[config.mk]
export PLATFORM = sky130hd
export DESIGN_NAME = vpb_ram
export DESIGN_NICKNAME = d
export VERILOG_FILES = /design/src/hw/rtl/vpb_ram.sv
export SDC_FILE = /design/constraint.sdc
export NUM_CORES = 1
export LEC_CHECK = 0
export ABC_AREA = 1
export BUFFER_PORTS_ARGS = -buffer_cell sky130_fd_sc_hd__clkbuf_2
export CAP_MARGIN = 40
export CORE_MARGIN = 2
export CORE_UTILIZATION = 45
export DETAILED_ROUTE_END_ITERATION = 10
export PLACE_DENSITY = 0.63
export SYNTH_ARGS = -nofsm -noshare
export SYNTH_HDL_FRONTEND = slang
export SYNTH_SLANG_ARGS = --single-unit
[constraint.sdc]
create_clock -name clk -period 2.1 [get_ports clk]
set_input_delay 0 -clock clk [delete_from_list [all_inputs] [get_ports clk]]
set_output_delay 0 -clock clk [all_outputs]
set_load 0.02 [all_outputs]
[src/hw/rtl/vpb_ram.sv]
// ----------------------------------------------------------------------------
// vpb_ram
// Generic simple dual-port RAM, one write port, registered read.
// ----------------------------------------------------------------------------
module vpb_ram #(
	parameter int     WIDTH = 8,
	parameter longint DEPTH = 16
) (
	input  logic                                   clk,
	input  logic                                   we,
	input  logic [((DEPTH > 1) ? $clog2(DEPTH) : 1)-1:0] waddr,
	input  logic [WIDTH-1:0]                       wdata,
	input  logic [((DEPTH > 1) ? $clog2(DEPTH) : 1)-1:0] raddr,
	output logic [WIDTH-1:0]                       rdata
);

	logic [WIDTH-1:0] mem [DEPTH];

	always_ff @(posedge clk) begin
		if (we) begin
			mem[waddr] <= wdata;
		end
		rdata <= mem[raddr];
	end

endmodule

Word level (Yosys, flattened, before mapping)
Memory sizes are Yosys's and may differ from the RTL's. A register that Yosys moved wholly into a read port is not among the register bits.
Cells that the tools add are included.
- RAM bits: 128
- output and inout bits: 8
- register bits: 0
- bits of input ports: 18
- memories: 1
- logic and storage cells: 3
- memory list (memory ; words ; width ; rd ports ; clocked after Yosys merged registers in ; write ports ; line ; source):
    mem ; 16 ; 8 ; 1 ; 1 ; 1 ; 17 ; logic [WIDTH-1:0] mem [DEPTH];
- mux-type cells: 2
- operators with widths (cell ; number):
    1-bit 2-to-1 mux ; 2

Logic depth before layout (Yosys ltp)
Gate-level depths: netlist (run 1).
- depth after elaboration: 2
- depth in mapped cells: 8
- depth with buffers taken out: 7

Least setup slack after synthesis (run 1)
OpenSTA, ideal clock, no wires.
- path type: input port to flip-flop
- start point: in waddr[2] (netlist name)
- end point: mem mem[10][0] (enable)
- path slack: 1149 ps
- path buffers: 0
- arrival time: 581 ps
- library setup time: 370 ps
- cell stages on the path: 2
- data required time: 1730 ps
- cells stage by stage: nand3b_1 nor2_1
- RTL lines (item ; line ; source):
    start, declared ; 11 ; input logic [((DEPTH > 1) ? $clog2(DEPTH) : 1)-1:0] waddr,
    end, declared ; 17 ;
Straight into the memory's write port.

==> impl_results.md, run 1 <==
- Status: complete, no violations
- Synth Flop Type: edfxtp_1
- Area after DPL: ~0.0060 sq mm
- Root buf cell: clkbuf_16
- Final worst-path cycle share: 0.504
- R2r worst-path depth: 6
- Min-Delay Endpoint: mem[12][3]
- Unrepaired setup endpoints after global routing: false
- Max clock buf depth: 2
- Post-route cell area: about 0.0066 sq mm
- Slew Limit Headroom: 0.432
- Switching share of power: 0.218
- Post-DRT Antenna Nets: 0
- Area occupied by multi-input gates: roughly 0.0012 sq mm
- Final Hold Viols: 0
- Worst Setup Path Type: flip-flop to flip-flop
- Pleak: 2.85 nW
- Post-Synth Adder-Cell Area: 0
- Port Buf Inserts: 25
- Setup TNS: 0 ns
- Global route total overflow: 0
- Crit-path most repeated cell: nand3_1
- Fin crit period: between 1 and 1.5 ns
- Hpwl dp: roughly 8100 microns
- Post-synthesis sequential area ratio: 0.694
- Flops & latches, synth: about 140
- Clock latency on the worst-skew pair: approximately 0.43 ns
- Clock share of power: 0.479
- Fill cells: 1,080
- Area leader, netlist: edfxtp_1
- Synth Net Count: approximately 570
- Clk_skew: roughly 0.026 ns
- Largest net degree at the start of global routing: 33
- Family with the most delay on the worst path: simple AND/OR/NAND/NOR gates
- Post-route insts no fill: about 760
- Buf+Inv Stages, Crit Path: 1
- CP max FO: 1
- Die X: about 120 microns
- DR WL/cell: roughly 17 microns
- Critical path endpoint category: flip-flop
- Clk slew on worst S/H paths: around 0.060 ns
- Hold Path Class: input port to flip-flop
- XOR/XNOR Fraction of Synth Area: 0
- Total Wirelength: between 10,000 and 15,000 microns
- Worst Path Arrival: 1.38 ns
- Core area: ~0.013 sq mm
- Psw: 1.44 mW
- Hold_sp: wdata[3]
- CTS sink cnt: about 140
- Layout cells sized above 1: 0.108
- Synth top area share: 0.667
- Synth area leaders: edfxtp_1, nand2_1, nand3_1
- Syn. warnings: 0
- Max Clock Freq: around 0.94 GHz
- Hold Path Cell Cnt: 1
- First-pass GRT wire length: approximately 20,000 microns
- Critical Path RT: 2.42 ns
- CTS tree: yes
- Worst R2R Start: mem[3][7]
- Ports: 26
- Combinational Power Share: 0.057
- Max rail drop VDD: 0.000655 V
- Register-to-register path setup slack: around 1.0 ns
- Overall power: about 6.6 mW
- Async SR Flop Fraction: 0
- Slowest stage delay, CP: around 0.38 ns
- Mapped cell area: about 0.0058 sq mm
- Row count: around 40
- Initial detailed-routing violation count: 265
- RePlAce Congestion: 0.838
- Critical-path cell list: inv_1 > nand2_1 > nand3_1 > nand3_1 > nand3_1 > nand2_1
- DRT Pass-1 Iters: 5
- Max-cap viol count: 0
- Final Core Density: 0.527
- Sequential share of power: 0.464
- Slowest stage cell, crit path: edfxtp_1
- # Post-CTS Setup Buffers: 0
- Total GRT Usage: 0.207
- Mux cell area share after synthesis: 0
- Die ar.: between 0.01 and 0.015 sq mm
- Synth unique cells: 12
- Sequential cell area: 0.00400 sq mm
- Mean Syn Cell Area: about 10 sq um
- Pint: between 5 and 6 mW
- CTS buffer count: 17
- Main combinational cell family by area after synthesis: simple AND/OR/NAND/NOR gates
- Initial Util: 0.459
- Inst Count DP: between 700 and 800
- Reg2reg end: rdata[7]
- Max H-tree Level: 4
- Mapped Cells: 551
- Vias in the first global route: 3,663
- Initial antenna violation count: 0
- Final net count: slightly below 600
- Vias: ~3,800
- Slew at the pin closest to its max-slew limit: around 0.85 ns
- Post-route DRC: 0
- Crit start category: flip-flop
- Die Height: roughly 120 microns
- Most frequent cell after synthesis: nand2_1
- Synth Area in Simple Gates: 0.210
- Vias per inst: between 4 and 5
- Compound-Gate Fraction of Synth Area: 0
- Max-slew violation count: 0
- # diodes: 0
- P&R area growth vs syn: 14.9%
- Top post-synthesis cells by count: nand2_1, edfxtp_1, inv_1, nand3_1, nor2_1
- EDFF count, synth: approximately 130
- Pwr per Cell Area: approximately 1000 mW/mm^2
- Setup violators final: 0
==> metal layers <==
layer,GRT usage,vias up,wire [microns]
met4,0.0847,0,279
met5,0,-,0
li1,-,1825,-
met2,0.318,134,6160
met3,0.0469,21,760
met1,0.287,1781,5820
==> registers in the layout, indices dropped and copies added (netlist names) <==
name and count:
mem 128, rdata 8
==> per-stage QoR <==
stage / worst slack, ns / hold WS, ns
final: 1.04 / 0.0659
after global routing: 0.990 / 0.0938
after global placement: 0.707 / 0.385
after CTS: 1.06 / 0.0656
after floorplan: 1.15 / 0.0989
after detailed placement: 0.695 / 0.388
==> timing repair <==
action	in CTS	in global routing
resized for setup	0	0
hold endpoints to repair	7	0
hold buffers	1	0
endpoints found under the setup margin	0	0
==> layout by cell type (no fill, tap or decap), drive strengths merged, types with 3 or more instances in the layout <==
cell and count:
buf 5, bufinv 4, clkbuf 43, clkinv 5, clkinvlp 3, dfxtp 8, edfxtp 128, inv 104
nand2 173, nand3 97, nor2 17
==> worst max-delay path by stage <==
stage | start | slack (ns) | endpoint | cells past startpoint
6_report | mem[3][7] | 1.04 | rdata[7] | 6
5_1_grt | mem[3][7] | 0.99 | rdata[7] | 6
4_1_cts | mem[3][7] | 1.06 | rdata[7] | 6
3_5_place_dp | waddr[0] | 0.69 | mem[12][0] | 4
3_3_place_gp | waddr[1] | 0.71 | mem[12][0] | 4
2_1_floorplan | waddr[2] | 1.15 | mem[10][0] | 2
==> cells by family (layout without fill, tap and decap cells) <==
family | count (synthesis) | after routing
DFF | 136 | 136
and+or+nand+nor | 289 | 289
buffers and inverters | 126 | 165
==> power by group through the flow <==
| stage | clock [mW] | combinational, mW | sequential (mW) |
|---|---|---|---|
| global route | 3.29 | 0.423 | 3.06 |
| floorplan | 0 | 0.214 | 3.13 |
| detailed placement | 0 | 0.377 | 3.12 |
| CTS | 3.18 | 0.381 | 3.06 |
| global placement | 0 | 0.374 | 3.11 |
| finish | 3.16 | 0.378 | 3.06 |
==> layout make-up <==
cell class	instances	share of cell area
clock buffer	18	0.0663
clock inverter	14	0.0297
inverter	102	0.0578
multi-input combinational	289	0.183
sequential	136	0.604
tap	172	0.0325
timing repair buffer	31	0.0261
Note: power is estimated with default switching activity, not from simulation.
==> run 2: changes to the inputs <==
Settings changed: ABC_AREA 1 to 0, PLACE_DENSITY 0.63 to 0.66.
Clock period 2.1 ns to 0.9 ns, I/O delays scaled along.
==> impl_results.md, run 2 <==
- Area after DPL: 0.00597 sq mm (-0.10%)
- Most frequent cells in the layout: edfxtp_1, mux4_2, buf_4
- Max clock buf depth: 2 (unchanged)
- Hold Path Cell Cnt: 1 (unchanged)
- EDFF count, synth: 128 (unchanged)
- P&R area growth vs syn: 29.7%
- First-pass GRT wire length: 16,600 microns (-18%)
- Buf+Inv Stages, Crit Path: 1 (unchanged)
- Vias: 2,571 (-32%)
- CTS buffer count: 17 (unchanged)
- Slew at the pin closest to its max-slew limit: 0.919 ns (+0.0701 ns)
- Hold_sp: wdata[3]
- DR WL/cell: 23.1 microns (+35%)
- Root buf cell: clkbuf_16
- Synth Net Count: 247 (-57%)
- Die ar.: 0.0123 sq mm (-10%)
- Final net count: 324 (-46%)
- CTS tree: yes
- Fill cells: 769 (-29%)
- Worst Path Arrival: 1.61 ns (+0.23 ns)
- Vias in the first global route: 2,754 (-25%)
- Min-Delay Endpoint: mem[14][3]
- Unrepaired setup endpoints after global routing: true
- Async SR Flop Fraction: 0 (unchanged)
- Register-to-register path setup slack: -0.42 ns (-1.46 ns)
- Final worst-path cycle share: 1.46 (+0.959)
- Worst Setup Path Type: flip-flop to flip-flop
- Top Registers: mem x128, rdata x8
- Overall power: 15.0 mW (+130%)
- Total Wirelength: 10,700 microns (-18%)
- Worst R2R Start: mem[10][4]
- Vias per inst: 5.56 (+13%)
- Mean Syn Cell Area: 22.5 sq um (+110%)
- Mapped Cells: 229 (-58%)
- Family with the most delay on the worst path: multiplexers
- Setup violators final: 8 (+8)
- Reg2reg end: rdata[4]
- Critical Path RT: 1.19 ns (-1.23 ns)
- Clk slew on worst S/H paths: 0.06 ns (about the same)
- Largest Register: mem
- Synth Flop Type: edfxtp_1
- Critical-path cell list: mux4_2 > a22oi_2 > buf_4 > nand2_2
- Max-slew violation count: 0 (unchanged)
- Layout cells sized above 1: 0.495 (+0.387)
- Core area: 0.0113 sq mm (-10%)
- Synth unique cells: 19 (+7)
- Die Height: 111 microns (-5.3%)
- Fin crit period: 1.32 ns (+0.258 ns)
- Most frequent cell after synthesis: edfxtp_1
- Initial Util: 0.457 (-0.00218)
- Synth area leaders: edfxtp_1, mux4_2, mux4_1
- Area leader, netlist: edfxtp_1
- Clock latency on the worst-skew pair: 0.41 ns (-0.02 ns)
- Setup Slack @ Placement: -0.543 ns (-1.24 ns)
- Clk_skew: 0.00651 ns (-0.0198 ns)
- CTS sink cnt: 136 (unchanged)
- Max H-tree Level: 4 (unchanged)
- Mapped cell area: 0.00515 sq mm (-11%)
- Hold Path Class: input port to flip-flop
- Status: complete, but fails checks
- Largest net degree at the start of global routing: 17 (-48%)
- Initial detailed-routing violation count: 284 (+7.2%)
- Slowest stage delay, CP: 0.47 ns (+0.09 ns)
- Critical path endpoint category: flip-flop
- Flops & latches, synth: 136 (unchanged)
- Max rail drop VDD: 0.00123 V (+88%)
- RePlAce Congestion: 0.742 (-11%)
- Row count: 39 (-4.9%)
- Final Hold Viols: 0 (unchanged)
- Pleak: 2.23 nW (-22%)
- Syn. warnings: 0 (unchanged)
- Final Core Density: 0.592 (+0.0650)
- Most common cell after layout, fill and taps aside: edfxtp_1
- R2r worst-path depth: 4 (-2)
- Failing checks: negative setup slack
- Hpwl dp: 7020 microns (-14%)
- Port Buf Inserts: 25 (unchanged)
- Post-DRT Antenna Nets: 0 (unchanged)
- CP max FO: 1 (unchanged)
- Hold_buf cts: 0 (-1)
- Slowest stage cell, crit path: mux4_2
- # diodes: 0 (unchanged)
- Worst Slack Setup Final: -0.417 ns (-1.46 ns)
- Post-route cell area: 0.00667 sq mm (+0.76%)
- Max-cap viol count: 0 (unchanged)
- Post-synthesis sequential area ratio: 0.778 (+0.0835)
- Setup TNS: -3.04 ns (-3.04 ns)
- Ports: 26 (unchanged)
- DRT Pass-1 Iters: 4 (-1)
- Max Clock Freq: 0.759 GHz (-20%)
- Total GRT Usage: 0.190 (-0.0173)
- Post-route DRC: 0 (unchanged)
- Crit start category: flip-flop
- Pwr per Cell Area: 2250 mW/mm^2 (+130%)
- Top post-synthesis cells by count: edfxtp_1, mux4_2, a22oi_1, mux4_1, nor2_1
- Global route total overflow: 0 (unchanged)
- Die X: 111 microns (-5.3%)
- Max reg flops: 128 (unchanged)
- Slew Limit Headroom: 0.386 (-0.0459)
- Synth top area share: 0.747 (+0.0802)
- Initial antenna violation count: 0 (unchanged)
-- run 2: cell count changes after synthesis, sizes merged, moves of 2 or more --
cell and delta:
nor3 +4, buf -17, nand2b +2, nor2 -4, inv -102, nand2 -164
mux4 +32, nand3 -96, clkdlybuf4s25 +3, a22oi +16
-- run 2: logic make-up after synthesis --
kind of cell | Yosys count | synth area share
and+or+nand+nor | 35 | 0.0318
DFF | 136 | 0.778
muxes | 32 | 0.150
AOI/OAI and AO/OA | 16 | 0.0233
buffers and inverters | 10 | 0.0168
-- run 2: worst max-delay path by stage --
stage / start / endpoint / slack, ns / cells past startpoint
floorplan: mem[3][0] / rdata[0] / -0.23 / 3
global placement: raddr[0] / rdata[6] / -0.55 / 5
detailed placement: raddr[0] / rdata[5] / -0.54 / 5
CTS: mem[10][4] / rdata[4] / -0.41 / 4
global route: mem[10][4] / rdata[4] / -0.47 / 4
finish: mem[10][4] / rdata[4] / -0.42 / 4
-- run 2: per-stage QoR --
| step | cells | hold slack [ns] |
|---|---|---|
| after detailed placement | 430 | 0.427 |
| after floorplan | 229 | 0.0989 |
| after CTS | 462 | 0.00924 |
| after global placement | 430 | 0.412 |
| final | 462 | 0.0112 |
| after global routing | 462 | 0.0330 |
-- run 2: power breakdown --
part / switching, mW / leakage (nW) / internal, mW
clock network: 2.48 / 0.280 / 4.41
registers: 0.0652 / 1.22 / 7.09
logic: 0.497 / 0.729 / 0.476
-- run 2: layer usage --
layer	GRT usage	routed length, microns	part of all wire
met1	0.253	4390	0.41
met2	0.303	5520	0.52
met3	0.0487	526	0.049
met4	0.0750	221	0.021
met5	0	0	0
-- run 2: area by class of cell --
class	count	area, sq um	share of cell area
Sequential cell	136	4010	0.601
Multi-Input combinational cell	83	1140	0.170
Timing Repair Buffer	68	747	0.112
Clock buffer	20	447	0.0669
Tap cell	143	179	0.0268
Clock inverter	12	151	0.0227
-- run 2: repair_timing --
action,in CTS,in global routing
pin swaps,0,0
gates resized for setup,22,12
setup buffers,0,0
setup endpoints to repair,14,15
