### config.mk
export PLATFORM = sky130hd
export DESIGN_NAME = vpb_axis
export DESIGN_NICKNAME = d
export VERILOG_FILES = /design/src/hw/rtl/vpb_pkg.sv /design/src/hw/rtl/vpb_axis.sv
export SDC_FILE = /design/constraint.sdc
export NUM_CORES = 1
export LEC_CHECK = 0
export ABC_CLOCK_PERIOD_IN_PS = 7700
export BUFFER_PORTS_ARGS = -buffer_cell sky130_fd_sc_hd__buf_2
export CAP_MARGIN = 20
export CORE_ASPECT_RATIO = 2
export CORE_MARGIN = 8
export CORE_UTILIZATION = 50
export DETAILED_ROUTE_END_ITERATION = 16
export PLACE_DENSITY_LB_ADDON = 0.12
export SLEW_MARGIN = 20
export SYNTH_ARGS = -nofsm -noshare
export SYNTH_HDL_FRONTEND = slang
export SYNTH_SLANG_ARGS = --single-unit
export TNS_END_PERCENT = 20
### constraint.sdc
create_clock -name clk -period 7.7 [get_ports clk]
set_clock_uncertainty 0.2 [all_clocks]
set_input_delay 1.54 -clock clk [delete_from_list [all_inputs] [get_ports clk]]
set_output_delay 1.54 -clock clk [all_outputs]
set_load 0.02 [all_outputs]
### src/hw/rtl/vpb_pkg.sv
// ----------------------------------------------------------------------------
// vpb_pkg
// Shared types and constants of the voxel point binning block.
// ----------------------------------------------------------------------------
package vpb_pkg;

	localparam int COORD_W  = 16;
	localparam int HALF_W   = 15;
	localparam int SCALE_W  = 16;
	localparam int OP_W     = 2;
	localparam int VSEL_W   = 12;
	localparam int SSEL_W   = 4;
	localparam int STATUS_W = 3;
	localparam int CNT_W    = 4;
	localparam int CFG_IDX_W  = 3;
	localparam int CFG_DATA_W = 16;
	localparam int OBS_W    = 3 * COORD_W;

	localparam logic [HALF_W-1:0]  HALF_RESET  = 15'd2560;
	localparam logic [SCALE_W-1:0] SCALE_RESET = 16'd205;

	typedef enum logic [OP_W-1:0] {
		OP_ADD   = 2'd0,
		OP_CLEAR = 2'd1,
		OP_READ  = 2'd2
	} op_t;

	typedef enum logic [STATUS_W-1:0] {
		ST_STORED     = 3'd0,
		ST_OOB        = 3'd1,
		ST_FULL       = 3'd2,
		ST_CLEARED    = 3'd3,
		ST_READ_OK    = 3'd4,
		ST_READ_EMPTY = 3'd5
	} status_t;

	typedef enum logic [CFG_IDX_W-1:0] {
		REG_HALF_X  = 3'd0,
		REG_HALF_Y  = 3'd1,
		REG_HALF_Z  = 3'd2,
		REG_SCALE_X = 3'd3,
		REG_SCALE_Y = 3'd4,
		REG_SCALE_Z = 3'd5
	} reg_idx_t;

	typedef enum logic [3:0] {
		S_IDLE,
		S_MUL,
		S_LIN,
		S_CRD,
		S_UPD,
		S_OFIN,
		S_RRD,
		S_RFIN,
		S_CLR,
		S_CFIN
	} state_t;

endpackage

### src/hw/rtl/vpb_axis.sv
// ----------------------------------------------------------------------------
// vpb_axis
// One axis: bounds check, offset, scale multiply and clamp to the last cell.
// ----------------------------------------------------------------------------
module vpb_axis import vpb_pkg::*; #(
	parameter int CELLS = 16
) (
	input  logic                      clk,
	input  logic                      load,
	input  logic                      mul_en,
	input  logic signed [COORD_W-1:0] coord,
	input  logic [HALF_W-1:0]         half,
	input  logic [SCALE_W-1:0]        scale,
	output logic                      oob,
	output logic [((CELLS > 1) ? $clog2(CELLS) : 1)-1:0] cell_idx
);

	localparam int CW = (CELLS > 1) ? $clog2(CELLS) : 1;
	localparam logic [COORD_W-1:0] LAST = COORD_W'(CELLS - 1);

	logic signed [COORD_W:0] c_ext;
	logic signed [COORD_W:0] h_ext;
	logic signed [COORD_W:0] sum;
	logic                    oob_d;

	logic [COORD_W-1:0]      shifted_s1;
	logic                    oob_s1;
	logic [2*COORD_W-1:0]    prod;
	logic [COORD_W-1:0]      raw_s2;

	assign c_ext = $signed({coord[COORD_W-1], coord});
	assign h_ext = $signed({2'b00, half});
	assign sum   = c_ext + h_ext;
	assign oob_d = sum[COORD_W] | (c_ext > h_ext);

	always_ff @(posedge clk) begin
		if (load) begin
			shifted_s1 <= sum[COORD_W-1:0];
			oob_s1     <= oob_d;
		end
	end

	assign prod = shifted_s1 * scale;

	always_ff @(posedge clk) begin
		if (mul_en) begin
			raw_s2 <= prod[2*COORD_W-1:COORD_W];
		end
	end

	assign oob      = oob_s1;
	assign cell_idx = (raw_s2 >= LAST) ? CW'(LAST) : CW'(raw_s2);

endmodule

## Word level (Yosys, flattened, before mapping)

Index checks and enable logic that the tools add are counted.

- RAM bits: 0
- Memories: 0
- ROM bits: 0
- Register bits: 33
- Input bits: 50
- Output and inout port bits: 5
- Bits in latches: 0
- Word-level logic and storage cells: 9

- Bitwise gates (word level): 1
- Reductions and logical operators: 0
- Multiplexer cells: 1
- $mul: 1
- $add $sub $neg: 1
- Shifts and indexed selects: 0
- Equality and inequality tests: 0
- $lt $le $gt $ge: 2
- Div/mod/pow operators: 0

Operators with widths:

| operator | number |
|---|---|
| 16-bit by 16-bit multiplier with 32-bit output | 1 |
| 16-bit by 16-bit adder with 17-bit output | 1 |
| 16-bit by 4-bit >= comparator with 1-bit output, second input constant | 1 |
| 16-bit > comparator | 1 |
| 4-bit two-way mux | 1 |
| 1-bit OR | 1 |

## Depth between registers and ports, before layout

Gate-level depths: netlist (run 1).

- Word-level depth: 2
- Depth in mapped cells: 21
- Depth with buffers taken out: 21

## Least setup slack after synthesis (run 1)

No wires, ideal clock.

- Kind: input port to flip-flop
- From: in scale[3]
- To: reg raw_s2[15] (data pin)
- Path slack: 550 ps
- Library setup time: 273 ps
- Path buffers: 1
- Cell stages on the path: 19
- Arrival time: 6677 ps
- Data required time: 7227 ps
- Path through: clkbuf_1 -> nand2_1 -> fa_1 -> fa_1 -> fa_1 -> fa_1 -> inv_1 -> fa_1 -> inv_1 -> fa_1 -> inv_1 -> ha_1 -> nand3_1 -> o22ai_1 -> a2111oi_2 -> o2111ai_2 -> a21o_1 -> a2111oi_4 -> a211oi_2

- Word-level cells in the longest chain between the ends: 1

RTL lines:

| element | line | text |
|---|---|---|
| start: declaration | vpb_axis.sv:13 | `input logic [SCALE_W-1:0] scale,` |
| 16-bit by 16-bit multiplier with 32-bit output | vpb_axis.sv:43 | `assign prod = shifted_s1 * scale;` |
| via prod[31] | vpb_axis.sv:28 | `logic [2*COORD_W-1:0] prod;` |
| end signal: assignment | vpb_axis.sv:47 | `raw_s2 <= prod[2*COORD_W-1:COORD_W];` |
| end: declaration | vpb_axis.sv:29 | `logic [COORD_W-1:0] raw_s2;` |

The timed path passes the listed nets, and every way through them passes these cells.
A chain may end at the register's enable or synchronous reset.

## Final worst setup path (run 1)

- From: in scale[4]
- To: reg raw_s2[15] (data pin)

Same word-level chain as after synthesis.

==> results of run 1 <==
-- synth_stat cells (all sizes together) (3+ instances only) --
cell | count | area, µm²
o21bai | 7 | 52.6
ha | 131 | 1640
and2 | 116 | 728
a31oi | 6 | 37.5
nor2b | 3 | 18.8
o211ai | 6 | 45.0
or2 | 5 | 31.3
o311ai | 4 | 42.6
nor4 | 4 | 25.0
a21oi | 37 | 185
and3 | 3 | 18.8
a211oi | 5 | 47.5
nand2 | 148 | 556
edfxtp | 33 | 991
nor3 | 10 | 50.1
o21a | 4 | 30.0
o21ai | 17 | 85.1
nand4 | 13 | 81.3
inv | 260 | 976
xor2 | 10 | 87.6
clkbuf | 36 | 135
nand3 | 4 | 20.0
fa | 194 | 3880
nor2 | 20 | 75.1
a21o | 6 | 45.0
xnor2 | 15 | 131
or4 | 4 | 30.0
-- metal layers --
metal  vias to the layer above  routed length [µm]
met5                         -                   0
met4                         0                1820
met3                        74                 482
met2                       147               15700
met1                      3920                8470
li1                       3529                   -
-- through the flow --
stage | hold WS, ns | instance area, µm² | setup WS (ns) | cells
final | 1.44 | 11000 | 0.489 | 1426
after global placement | 1.48 | 10800 | 0.219 | 1419
after detailed placement | 1.47 | 10800 | 0.146 | 1419
after floorplan | 0.940 | 10300 | 0.550 | 1125
after CTS | 1.43 | 11000 | 0.469 | 1426
after global routing | 1.45 | 11000 | 0.237 | 1426
-- cells by family (layout without fill, tap and decap cells) --
group | count (synthesis) | count (layout) | share of synthesized area [%]
xor gates and xnor gates | 25 | 25 | 2.13
AOI/OAI and AO/OA | 106 | 106 | 7.12
DFF | 33 | 33 | 9.63
and+or+nand+nor | 339 | 339 | 16.5
muxes | 1 | 1 | 0.0973
adders and majority gates | 325 | 325 | 53.7
buffers and inverters | 296 | 331 | 10.8
-- cell type report --
type                    instances  share of cell area (%)
multi-input cells             796                    74.7
well taps                     266                    3.04
repair buffers                 64                    3.15
clock buffers                   6                    1.18
flip-flops and latches         33                    9.04
inverters                     260                    8.90
clock inverters                 1                  0.0342
-- how the worst min path moves through the flow --
stage	slack (ns)	cells after the start	startpoint	end
4_1_cts	1.43	2	coord[15]	shifted_s1[15]
2_1_floorplan	0.94	6	shifted_s1[0]	raw_s2[0]
6_report	1.44	2	coord[15]	shifted_s1[15]
3_3_place_gp	1.48	5	shifted_s1[0]	raw_s2[1]
5_1_grt	1.45	2	coord[15]	shifted_s1[15]
3_5_place_dp	1.47	5	shifted_s1[0]	raw_s2[1]
-- placed cells by master (no fill, tap or decap), types with 2 or more instances in the layout --
master	Yosys	final
fa_1	194	194
a31oi_1	6	6
nand2_1	148	148
nand3_1	4	4
nor2_1	20	20
o21a_1	4	4
xnor2_1	15	15
nor3_1	10	10
o21ai_0	15	15
or4_1	4	4
clkbuf_16	0	5
xor2_1	10	10
a21o_1	6	6
a211oi_1	3	3
nand2b_1	2	2
inv_1	260	260
buf_4	0	10
o31ai_1	2	2
o21ai_1	2	2
o22ai_1	2	2
edfxtp_1	33	33
a211oi_2	2	2
and2_1	115	115
o211ai_1	6	6
o311ai_0	2	2
or3_1	2	2
buf_2	0	54
nor4_1	4	4
nor2b_1	3	3
nand4b_1	2	2
ha_1	131	131
o21bai_1	7	7
nand4_1	13	13
or2_2	5	5
a21oi_1	37	37
and3_1	3	3
-- worst max-delay path: cells and delay by family --
kind / cells / cell delay (ns)
AO/OA/AOI/OAI: 6 / 1.45
adder cells (fa/ha/maj): 7 / 3.36
buffers and inverters: 5 / 0.40
AND/OR/NAND/NOR: 2 / 0.29
-- registers in the layout, summed over array words and instances, names as in the netlist --
register and count:
raw_s2 16, shifted_s1 16, oob 1
==> qor.yml, run 1 <==
cells_and_area:
  n_antenna_cell: 0
  seq_area_um2: 991
  multi_input_area_mm2: 0.00818
  fin_util_pct: 54.1
  fin_nets: 1535
  layout-drive-gt1-share_pct: 7.24
  area_growth_pct: 6.57
  nFillCells: 1982
drt:
  drt_iter0_markers: 320
  wl_per_cell_um: 18.6
  ant_nets: 0
  routed_via_density: 5.38
  drcViolationCount: 0
  first_pass_iters: 4
  dr_total_vias: 7670
  drt-total-wl_um: 26500
critical_path:
  crit_chain: "buf_2, and2_1, fa_1, inv_1, fa_1, fa_1, fa_1, inv_1, fa_1, inv_1, fa_1, inv_1, ha_1, nand3_1, o22ai_1, a2111oi_2, o2111ai_2, a21o_1, a2111oi_4, a211oi_2"
  worst-path-max-fanout: 16
  arrival_ns: 7.03
  worstSetupPathType: "input pin to flip-flop"
  critPathLaunch: "scale[4]"
  reg2reg_depth: 18
  r2r_start: "shifted_s1[8]"
  endpoint: "raw_s2[15]"
  startpoint_type: "input pin"
  slowest_stage: "fa_1"
  cp_common_cell: "fa_1"
  r2r_slack_ns: 1.14
  required_ns: 7.52
  critical_path.max_stage_delay_ns: 0.55
  timing.rr.end: "raw_s2[15]"
  endpoint_kind: "flip-flop"
sta:
  max_freq_mhz: 139
  relSlewSlack_pct: 48.3
  worst_slew_pin_slew_ns: 0.775
  fin_tns_setup_ns: 0
  grt_setup_unrepaired: "false"
  fin_crit_sh_pct: 93.7
  maxSlewViolCount: 0
  hold_violations: 0
  fin_crit_ns: 7.21
  setup_violations: 0
grt:
  grt_use_met1_pct: 19.2
  grt_max_degree: 18
  grt_pass1_wl_um: 42700
  grt_pass1_vias: 8519
  grt.total_usage_pct: 21.4
  antenna_found_initial: 0
  grt_overflow_total: 0
  grt.busiest_layer: "met2"
  met2_usage_pct: 43.2
  met3_usage_pct: 1.75
clock_network:
  clock_sinks: 33
  ctsHoldBuffers: 0
  path_clk_slew_ns: 0.05
  postCtsSetupBuffers: 0
  cts_root_buf: "clkbuf_16"
  worstSkewPairLatency_ns: 0.29
  cts_buffer_depth: 2
  cts_buffers: 5
  cts_tree: "built"
  post_cts_resized: 0
  h-tree-depth: 2
floorplan:
  core_area_mm2: 0.0203
  io_pins: 55
  die_h_um: 219
  row_count: 74
  die_width_um: 117
  start_util_pct: 50.7
  fp.dieArea_mm2: 0.0257
synthesis:
  synth_edf_count: 33
  synth_area_mm2: 0.0103
  syn_avg_cell_area_um2: 9.14
  synth_fp_nets: 1500
  ys_seq_area_share_pct: 9.63
  synth_ff_type: "edfxtp_1"
  synth_warnings: 0
  synth_seq_cells: 33
  synthCells: 1125
  synthArstFlopShare_pct: 0
  synth.distinct_cells: 51
placement:
  port_buffers: 54
  gp_congestion: 0.876
  dpl.hpwl_um: 22200
job:
  maxCapViolations: 0
status:
  status: "complete, no violations"
hold_path:
  hp-class: "input pin to flip-flop"
Power of run 1 is left out: the tool's default activity adds up to more than one toggle a clock period on the data nets, which glitch-free logic cannot reach.
==> run 2: changes to the inputs <==
--- a/config.mk
+++ b/config.mk
@@ -5,6 +5,7 @@
 export SDC_FILE = /design/constraint.sdc
 export NUM_CORES = 1
 export LEC_CHECK = 0
+export ABC_AREA = 1
 export ABC_CLOCK_PERIOD_IN_PS = 7700
 export BUFFER_PORTS_ARGS = -buffer_cell sky130_fd_sc_hd__buf_2
 export CAP_MARGIN = 20
@@ -12,7 +13,7 @@
 export CORE_MARGIN = 8
 export CORE_UTILIZATION = 50
 export DETAILED_ROUTE_END_ITERATION = 16
-export PLACE_DENSITY_LB_ADDON = 0.12
+export PLACE_DENSITY_LB_ADDON = 0.3
 export SLEW_MARGIN = 20
 export SYNTH_ARGS = -nofsm -noshare
 export SYNTH_HDL_FRONTEND = slang
==> run 2 against run 1 <==
Worst setup slack better by 0.40 ns; register-to-register slack better by 0.34 ns; global-route usage up 1.5 points; die area up 9.4%; via count up 25%.
==> qor.yml, run 2 <==
floorplan:
  io_pins: 55
  die_h_um: 229
  fp.dieArea_mm2: 0.0281
  start_util_pct: 50.4
  die_width_um: 123
  row_count: 78
  core_area_mm2: 0.0225
grt:
  grt_overflow_total: 0
  grt.total_usage_pct: 22.8
  grt_pass1_vias: 10309
  grt_max_degree: 18
  grt_pass1_wl_um: 49700
  antenna_found_initial: 0
cells_and_area:
  multi_input_area_mm2: 0.00844
  fin_nets: 1940
  fin_util_pct: 53.0
  layout-drive-gt1-share_pct: 4.60
  layout_common_cells: "inv_1 (455), nand2_1 (449), fa_1 (194), ha_1 (131), nor2_1 (66)"
  final_common_cell: "inv_1"
  area_growth_pct: 5.09
  nFillCells: 2244
  seq_area_um2: 991
  n_antenna_cell: 0
clock_network:
  ctsHoldBuffers: 0
  h-tree-depth: 2
  clock_sinks: 33
  cts_buffers: 5
  path_clk_slew_ns: 0.06
  cts_root_buf: "clkbuf_16"
  post_cts_resized: 0
  cts_buffer_depth: 2
  worstSkewPairLatency_ns: 0.29
  cts_tree: "built"
  postCtsSetupBuffers: 0
drt:
  routed_via_density: 5.19
  drt_iter0_markers: 522
  drt-total-wl_um: 30600
  dr_total_vias: 9579
  wl_per_cell_um: 16.6
  ant_nets: 0
  first_pass_iters: 5
  drcViolationCount: 0
critical_path:
  timing.rr.end: "raw_s2[12]"
  startpoint_type: "input pin"
  r2r_start: "shifted_s1[11]"
  critPathBufInv: 7
  endpoint_kind: "flip-flop"
  reg2reg_depth: 19
  crit_family: "adder cells"
  arrival_ns: 6.64
  r2r_slack_ns: 1.48
  critical_path.max_stage_delay_ns: 0.57
  slowest_stage: "fa_1"
  endpoint: "raw_s2[15]"
  required_ns: 7.52
  worst-path-max-fanout: 16
  worstSetupPathType: "input pin to flip-flop"
  crit_cells: 23
  critPathLaunch: "scale[7]"
  crit_chain: "buf_2, nand2_1, fa_1, inv_1, fa_1, inv_1, fa_1, inv_1, fa_1, fa_1, inv_1, fa_1, inv_1, ha_1, nand2_1, inv_1, a21oi_1, and2_1, nand2_1, nand3_1, nand2_1, nand2_1, nand2_1"
synthesis:
  synth_common_cells: "inv_1 (455), nand2_1 (449), fa_1 (194)"
  synth_fp_nets: 1938
  synth_seq_cells: 33
  synthMostInstantiatedCell: "inv_1"
  synth_top_cell_area_share_pct: 34.1
  synth_area_mm2: 0.0114
  synth_ff_type: "edfxtp_1"
  synthCells: 1563
  syn_avg_cell_area_um2: 7.28
  synth.distinct_cells: 31
  synthArstFlopShare_pct: 0
  synth_area_leaders: "fa_1 (34%), inv_1 (15%), nand2_1 (15%)"
  synth_edf_count: 33
  synth_top_cell_by_area: "fa_1"
  synth_warnings: 0
  ys_seq_area_share_pct: 8.71
placement:
  dpl.hpwl_um: 26200
  port_buffers: 54
  gp_congestion: 0.909
sta:
  grt_setup_unrepaired: "false"
  relSlewSlack_pct: 37.6
  max_freq_mhz: 147
  fin_crit_ns: 6.81
  maxSlewViolCount: 0
  setup_violations: 0
  hold_violations: 0
  worst_slew_pin_slew_ns: 0.935
  fin_tns_setup_ns: 0
  fin_crit_sh_pct: 88.5
hold_path:
  hp-class: "flip-flop to flip-flop"
job:
  maxCapViolations: 0
status:
  status: "complete, no violations"
-- run 2: area by class of cell --
type	instances	area share (%)
clock inverter	3	0.387
tap	280	2.93
clock buffer	5	1.05
timing repair buffer	57	2.45
multi-input combinational	1012	70.6
sequential	33	8.29
inverter	456	14.3
-- run 2: cell families (layout without fill, tap and decap cells) --
family | count (synthesis) | in the layout | share of synthesized area [%]
XOR/XNOR | 16 | 16 | 1.23
adder cells (fa/ha/maj) | 325 | 325 | 48.6
flip-flops | 33 | 33 | 8.71
AO/OA/AOI/OAI | 92 | 92 | 4.32
AND/OR/NAND/NOR | 579 | 579 | 20.1
buffers and inverters | 518 | 521 | 17.1
-- run 2: worst min-delay path by stage --
stage | from | end | depth (start not counted)
floorplan | shifted_s1[1] | raw_s2[4] | 7
global placement | shifted_s1[1] | raw_s2[12] | 7
detailed placement | shifted_s1[1] | raw_s2[4] | 7
CTS | shifted_s1[1] | raw_s2[4] | 7
global route | shifted_s1[1] | raw_s2[12] | 7
finish | shifted_s1[1] | raw_s2[4] | 7
-- run 2: layer usage --
layer | global-route usage (%) | vias up | routed length [µm]
met1 | 21.2 | 4667 | 9710
met2 | 44.8 | 281 | 17800
li1 | - | 4507 | -
met4 | 15.5 | 0 | 2170
met3 | 1.53 | 124 | 892
met5 | 0 | - | 0
-- run 2: worst min-delay path, stage by stage (launching register included) --
cell and delay, ns:
edfxtp_1 0.64, nand2_2 0.21, nor3_2 0.06, nand2_1 0.05, nand2_1 0.08, nand2_1 0.09
nand3_1 0.07, nand2_1 0.06
-- run 2: metrics by stage --
step           hold WS [ns]  cells  cell area, µm²  setup slack (ns)
2_1_floorplan         0.783   1563           11400             0.894
3_3_place_gp           1.16   1838           11800             0.638
3_5_place_dp           1.14   1838           11800             0.591
4_1_cts                1.16   1846           12000             0.878
5_1_grt                1.24   1846           12000             0.563
6_report               1.16   1846           12000             0.886
Power of run 2 is left out for the same reason.
